[src/rtl/core/ffd_pkg.sv]
`default_nettype none
// ----------------------------------------------------------------------------
// ffd_pkg: shared types and constants of the fixed frame deframer
// Frame layout constants and the decoded frame record.
// ----------------------------------------------------------------------------
package ffd_pkg;

   localparam int unsigned FRAME_LEN = 12;
   localparam int unsigned HIST_LEN  = FRAME_LEN - 1;
   localparam int unsigned CNT_W     = $clog2(FRAME_LEN);

   localparam logic [7:0] FRAME_HEAD = 8'h5A;
   localparam logic [7:0] FRAME_CR   = 8'h0D;
   localparam logic [7:0] FRAME_LF   = 8'h0A;

   // Byte offsets inside a frame.
   localparam int unsigned OFS_DEVICE = 1;
   localparam int unsigned OFS_ONBED  = 2;
   localparam int unsigned OFS_MOVE   = 3;
   localparam int unsigned OFS_BREATH = 4;
   localparam int unsigned OFS_HEART  = 5;
   localparam int unsigned OFS_TS     = 6;
   localparam int unsigned OFS_CR     = 10;

   typedef logic [7:0] byte_type;

   typedef struct packed {
      logic [7:0]  unit_id;
      logic [7:0]  on_bed;
      logic [7:0]  motion_flag;
      logic [7:0]  breaths;
      logic [7:0]  pulse;
      logic [31:0] timestamp;
   } frame_type;

endpackage : ffd_pkg
`default_nettype wire

[src/rtl/core/ffd_check.sv]
`default_nettype none
// ----------------------------------------------------------------------------
// ffd_check: frame check and field extraction
// Looks at the eleven held bytes plus the incoming word as one candidate
// frame, flags header and trailer match and slices out the payload fields.
// ----------------------------------------------------------------------------
module ffd_check
   import ffd_pkg::*;
(
   input  wire byte_type  hist [HIST_LEN],
   input  wire byte_type  last_byte,
   output logic           good,
   output frame_type      fields
);

   always_comb begin
      good = (hist[0] == FRAME_HEAD) && (hist[OFS_CR] == FRAME_CR) &&
             (last_byte == FRAME_LF);
      fields.unit_id     = hist[OFS_DEVICE];
      fields.on_bed      = hist[OFS_ONBED];
      fields.motion_flag = hist[OFS_MOVE];
      fields.breaths     = hist[OFS_BREATH];
      fields.pulse       = hist[OFS_HEART];
      fields.timestamp   = {hist[OFS_TS], hist[OFS_TS + 1], hist[OFS_TS + 2],
                            hist[OFS_TS + 3]};
   end

endmodule : ffd_check
`default_nettype wire

[src/rtl/core/fixed_frame_deframer.sv]
`default_nettype none
// A result word appears in the cycle after the word that completes a good frame.
// Throughput: one input word per cycle; the input stalls only while a result
// word is held and the result side is not ready.
// Reset: synchronous, active high; clears the held count and the result valid.
// History bytes are not cleared; they are only read once the count shows them written.
// ----------------------------------------------------------------------------
// fixed_frame_deframer: 12-byte frame hunter
// Keeps the last eleven bytes in a shift line and checks each new word
// against them; a good frame emits one result word and restarts the count.
// ----------------------------------------------------------------------------
module fixed_frame_deframer
   import ffd_pkg::*;
(
   input  wire         clock,
   input  wire         reset,
   input  wire         req_valid,
   output logic        req_ready,
   input  wire  [7:0]  req_data_byte,
   output logic        rsp_valid,
   input  wire         rsp_ready,
   output logic [7:0]  rsp_unit_id,
   output logic [7:0]  rsp_on_bed,
   output logic [7:0]  rsp_motion_flag,
   output logic [7:0]  rsp_breaths,
   output logic [7:0]  rsp_pulse,
   output logic [31:0] rsp_timestamp
);

   localparam logic [CNT_W-1:0] CNT_FULL = CNT_W'(HIST_LEN);

   byte_type         hist_ff [HIST_LEN];
   logic [CNT_W-1:0] held_ff;
   logic             rsp_valid_ff;
   frame_type        rsp_ff;

   logic      accept;
   logic      good;
   frame_type fields;

   assign req_ready = !rsp_valid_ff || rsp_ready;
   assign accept    = req_valid && req_ready;

   ffd_check u_check (
      .hist      (hist_ff),
      .last_byte (req_data_byte),
      .good      (good),
      .fields    (fields)
   );

   // History shift line; oldest byte at index zero.
   always_ff @(posedge clock) begin
      if (accept) begin
         for (int i = 0; i < HIST_LEN - 1; i++) begin
            hist_ff[i] <= hist_ff[i + 1];
         end
         hist_ff[HIST_LEN - 1] <= req_data_byte;
      end
   end

   // Count saturates at eleven: a bad frame drops its oldest byte and stays full.
   always_ff @(posedge clock) begin
      if (reset) begin
         held_ff      <= '0;
         rsp_valid_ff <= 1'b0;
      end else begin
         if (accept) begin
            if (held_ff != CNT_FULL) begin
               held_ff <= held_ff + 1'b1;
            end else if (good) begin
               held_ff <= '0;
            end
         end
         if (accept && held_ff == CNT_FULL && good) begin
            rsp_valid_ff <= 1'b1;
         end else if (rsp_ready) begin
            rsp_valid_ff <= 1'b0;
         end
      end
   end

   always_ff @(posedge clock) begin
      if (accept && held_ff == CNT_FULL && good) begin
         rsp_ff <= fields;
      end
   end

   assign rsp_valid       = rsp_valid_ff;
   assign rsp_unit_id     = rsp_ff.unit_id;
   assign rsp_on_bed      = rsp_ff.on_bed;
   assign rsp_motion_flag = rsp_ff.motion_flag;
   assign rsp_breaths     = rsp_ff.breaths;
   assign rsp_pulse       = rsp_ff.pulse;
   assign rsp_timestamp   = rsp_ff.timestamp;

endmodule : fixed_frame_deframer
`default_nettype wire

[config.mk]
export PLATFORM = sky130hd
export DESIGN_NAME = fixed_frame_deframer
export DESIGN_NICKNAME = d
export VERILOG_FILES = /design/src/rtl/core/ffd_pkg.sv /design/src/rtl/core/ffd_check.sv /design/src/rtl/core/fixed_frame_deframer.sv
export SDC_FILE = /design/constraint.sdc
export NUM_CORES = 1
export LEC_CHECK = 0
export ABC_CLOCK_PERIOD_IN_PS = 3350
export BUFFER_PORTS_ARGS = -buffer_cell sky130_fd_sc_hd__buf_2
export CORE_ASPECT_RATIO = 0.5
export CORE_MARGIN = 10
export CORE_UTILIZATION = 43
export DETAILED_ROUTE_END_ITERATION = 8
export PLACE_DENSITY = 0.62
export RECOVER_POWER = 25
export SKIP_LAST_GASP = 1
export SYNTH_ARGS = -nofsm -noshare
export SYNTH_HDL_FRONTEND = slang
export SYNTH_HIERARCHICAL = 1
export SYNTH_SLANG_ARGS = --single-unit
[constraint.sdc]
create_clock -name clock -period 3.35 [get_ports clock]
set_clock_uncertainty 0.2 [all_clocks]
set_input_delay 0.67 -clock clock [delete_from_list [all_inputs] [get_ports clock]]
set_output_delay 0.67 -clock clock [all_outputs]
set_load 0.01 [all_outputs]
After elaboration in Yosys (flattened, before gate mapping)
Cells that the tools add are included.
- add/sub/neg operators: 1
- equality and inequality tests: 5
- mux-type cells: 4
- reductions and logical operators: 10
- operators with widths (cell ; number):
    == test 8 x 4 -> 1 bit, second input constant ; 2
    == test 8 x 7 -> 1 bit, second input constant ; 1
    two-way mux 4 bit ; 2
    logical AND 1 bit ; 5
    adder 4 x 1 -> 4 bit, second input constant ; 1
    == test 4 bit, second input constant ; 1
    inequality test 4 bit, second input constant ; 1
    nonzero test 2 bit ; 2
    two-way mux 1 bit ; 2
    AND reduction 2 bit ; 1
    logical NOT 1 bit ; 1
    logical OR 1 bit ; 1
- flip-flop bits (word level): 165
- bits of input ports: 12
- output and inout bits: 74

Depth between registers and ports, before layout
- word-level depth: 6
- depth in mapped cells: 5

Modules after synthesis
The synthesis kept the hierarchy.
- modules (own cells, without submodules) (module ; times used ; cells an instance ; area each (um^2)):
    fixed_frame_deframer ; 1 ; 191 ; 5104.9
    ffd_check ; 1 ; 80 ; 611.8

Worst setup path after synthesis
OpenSTA, ideal clock, no wires.
- path kind: input to register
- from: input port req_data_byte[5]
- to: register rsp_ff (netlist bit rsp_breaths[0]) (enable)
- arrival time: 2862 ps
- data required time: 2724 ps
- path slack: -138 ps
- stages on the path: 5
- path through: nor4b_1 -> nand4_1 -> nor3_2 -> nand4_1 -> inv_1
- cells in the longest elaborated chain, start to end: 3
- RTL lines (item ; line ; text):
    from (decl) ; fixed_frame_deframer.sv:19 ; input wire [7:0] req_data_byte,
    == test 8 x 4 -> 1 bit ; ffd_check.sv:18 ; (last_byte == FRAME_LF);
    logical AND 1 bit ; ffd_check.sv:17 ; good = (hist[0] == FRAME_HEAD) && (hist[OFS_CR] == FRAME_CR) &&
    net good ; fixed_frame_deframer.sv:38 ; logic good;
    logical AND 1 bit ; fixed_frame_deframer.sv:83 ; if (accept && held_ff == CNT_FULL && good) begin
    to (signal assigned) ; fixed_frame_deframer.sv:84 ; rsp_ff <= fields;
    to (decl) ; fixed_frame_deframer.sv:35 ; frame_type rsp_ff;
The timed path passes the listed nets, and every way through them passes these cells.
A chain may end at the register's enable or synchronous reset.

Final worst setup path
- from: register hist_ff[80] in the netlist's numbering
- to: register rsp_ff (netlist bit rsp_pulse[5]) (enable)
- cells in the longest elaborated chain, start to end: 4
- RTL lines (item ; line ; text):
    from (decl) ; fixed_frame_deframer.sv:32 ; byte_type hist_ff [HIST_LEN];
    from (signal, indexed assignment) ; fixed_frame_deframer.sv:55 ; hist_ff[i] <= hist_ff[i + 1];
    from (signal, indexed assignment) ; fixed_frame_deframer.sv:57 ; hist_ff[HIST_LEN - 1] <= req_data_byte;
    == test 8 x 7 -> 1 bit ; ffd_check.sv:17 ;
    logical AND 1 bit (2 in a row) ; ffd_check.sv:17 ;
    net good ; fixed_frame_deframer.sv:38 ;
    logical AND 1 bit ; fixed_frame_deframer.sv:83 ;
The timed path passes the listed nets, and every way through them passes these cells.

==> results.ini <==
[global_routing]
grt.total_usage_pct=9.59
grt_pass1_wl_um=13500
grt_overflow_total=0
grt_max_degree=73
antenna_found_initial=0
grt_pass1_vias=2381

[power_and_ir_drop]
p_per_area_nw_per_um2=676
ir_drop_mv=0.325
p_leak_nw=2.27

[worst_setup_path]
critPathKind=reg2reg
path_cells=nor4bb_1 -> buf_4 -> nand4_1 -> nor3_2 -> nand4_1 -> clkinvlp_4 -> buf_12
required_ns=3.21
start_kind=flip-flop
slowest_stage=nor4bb_1
cpMostUsedCell=nand4_1
worstPathMaxFanout=72
path_buf_inv=3
arrival_ns=2.56
slowest_delay_ns=0.37
crit_family=simple AND/OR/NAND/NOR gates
worst_setup_path_end_kind=flip-flop

[finish]
final_cells=489
fin_nets=319
areaGrowthSynthToFinish_pct=13.0
drive_above_1_share_pct=37.3
antenna_cells=0
finalCoreUtilization_pct=50.3

[clock_tree]
ctsResizeCount=0
cts_hold_buf=0
clock-sinks=165
cts_tree=done
postCtsSetupBuffers=0
cts.path.max_buffers=2
root_buffer=clkbuf_16
clk_latency_ns=0.41
h-tree-depth=4
clk_pin_slew_worst_paths_ns=0.07
cts_buffers=17

[run_status]
status=completed

[yosys]
synth.ff_latch_count=165
synth_area_um2=5720
syn_inst=271
yosysTopAreaCell=edfxtp_1
synthTopCellsByArea=edfxtp_1 84%, buf_4 9.5%, dfxtp_1 1.8%, nor4b_1 0.46%, nand2b_1 0.33%
synth_cell_types=28
syn_avg_cell_area_um2=21.1
synth_top_area_share_pct=84.0
yosysWarnings=6
ys_seq_area_share_pct=85.8
synthesis.nets=284

[sta]
rsz0062_at_grt=no
final.setup.worst_slack_ns=0.653
finalSetupTns_ns=0
slew_headroom_pct=73.3
period_share_pct=80.5
hold_viol_final=0
setup_viol=0
fmax_mhz=371
min_period_ns=2.70
worst-slew-pin-transition_ns=0.400
final_max_slew_viol_count=0

[die]
start_util_pct=44.5
die_area_um2=18600
die_h_um=102
placementRows=29
io_pins=86
coreArea_um2=12800
die_w_um=183

[route]
drtIter0Drc=233
detail_route.wl_per_cell_um=17.6
via_per_inst=4.47
num_vias=2185
drcViolationCount=0
drtPass1Iterations=4
antenna_left=0
drt-total-wl_um=8620

[placement]
gp_congestion=0.734
io_buffers=85
placedCellCount=457
dp.final_hpwl_um=5650
place_ws_ns=0.455

[min_path]
min_path_type=reg2reg

[job]
drv_cap=0

[placed cells by master, fill, tap and decap left out, types with 3 or more instances in the layout]
cell	instances
bufinv_16	3
clkbuf_16	17
edfxtp_1	160
dfxtp_1	5
clkbuf_1	6
nand2b_1	3
clkinvlp_4	4
nand4_1	3
buf_2	79
nor4b_1	3
inv_6	4
[sequential cells by signal, indices dropped and copies added (netlist names)]
| register | flops |
|---|---|
| rsp_timestamp | 32 |
| rsp_unit_id | 8 |
| rsp_pulse | 8 |
| rsp_motion_flag | 8 |
| rsp_valid | 1 |
| hist_ff | 88 |
| rsp_breaths | 8 |
| rsp_on_bed | 8 |
| held_ff | 4 |
[worst paths after layout]
check / startpoint / end / slack, ns / depth (start not counted)
max: hist_ff[80]$_DFFE_PP_ / rsp_pulse[5]$_DFFE_PP_ / 0.65 / 7
max reg2reg: hist_ff[80]$_DFFE_PP_ / rsp_pulse[5]$_DFFE_PP_ / 0.65 / 7
min reg2reg: hist_ff[44]$_DFFE_PP_ / hist_ff[52]$_DFFE_PP_ / 0.23 / 0
min: hist_ff[44]$_DFFE_PP_ / hist_ff[52]$_DFFE_PP_ / 0.23 / 0
[final cells by class]
type / instances / area (um2)
fill: 1072 / 6390
sequential: 165 / 4900
timing repair buffer: 89 / 473
clock buffer: 17 / 425
multi-input combinational: 31 / 253
tap: 170 / 213
clock inverter: 15 / 178
inverter: 2 / 11.3
[synth_stat cells, drive strengths merged]
master and n:
a21o 1, a21oi 2, a311oi 1, a31o 1, a31oi 1, and2 1, and3 1, and3b 1
buf 73, dfxtp 5, edfxtp 160, ha 1, inv 2, mux2i 1, nand2b 4, nand3b 1
nand4 3, nand4b 2, nor2 1, nor2b 1, nor3 1, nor4b 3, nor4bb 1, o211a 1
o21ai 1, or4b 1
[power breakdown]
| part | internal [mW] | total (mW) | switching, mW |
|---|---|---|---|
| sequential | 2.34 | 2.38 | 0.0337 |
| clock | 1.18 | 1.95 | 0.769 |
| combinational | 0.0147 | 0.0460 | 0.0314 |
[per-stage QoR]
| step | hold slack, ns | power (mW) | cell area (um2) |
|---|---|---|---|
| after floorplan | 0.217 | 2.49 | 5720 |
| after global placement | 0.225 | 2.46 | 5860 |
| after detailed placement | 0.230 | 2.47 | 5860 |
| after CTS | 0.231 | 4.43 | 6460 |
| after global routing | 0.237 | 4.53 | 6460 |
| final | 0.232 | 4.37 | 6460 |
[layer usage]
layer | vias to the layer above | global-route usage [%] | part of all wire, %
met2 | 60 | 15.1 | 50
li1 | 1031 | - | -
met4 | 0 | 5.26 | 1.1
met1 | 1085 | 11.5 | 43
met3 | 9 | 3.43 | 5.4
met5 | - | 0 | 0
[cell families (layout without fill, tap and decap cells)]
logic type	Yosys count	after routing	synth area share [%]
flops	165	165	85.8
buf+inv	75	123	9.78
simple gates	21	21	2.93
compound gates	8	8	1.09
fa+ha+maj	1	1	0.219
mux	1	1	0.175
Power figures use the tool's default switching activity.
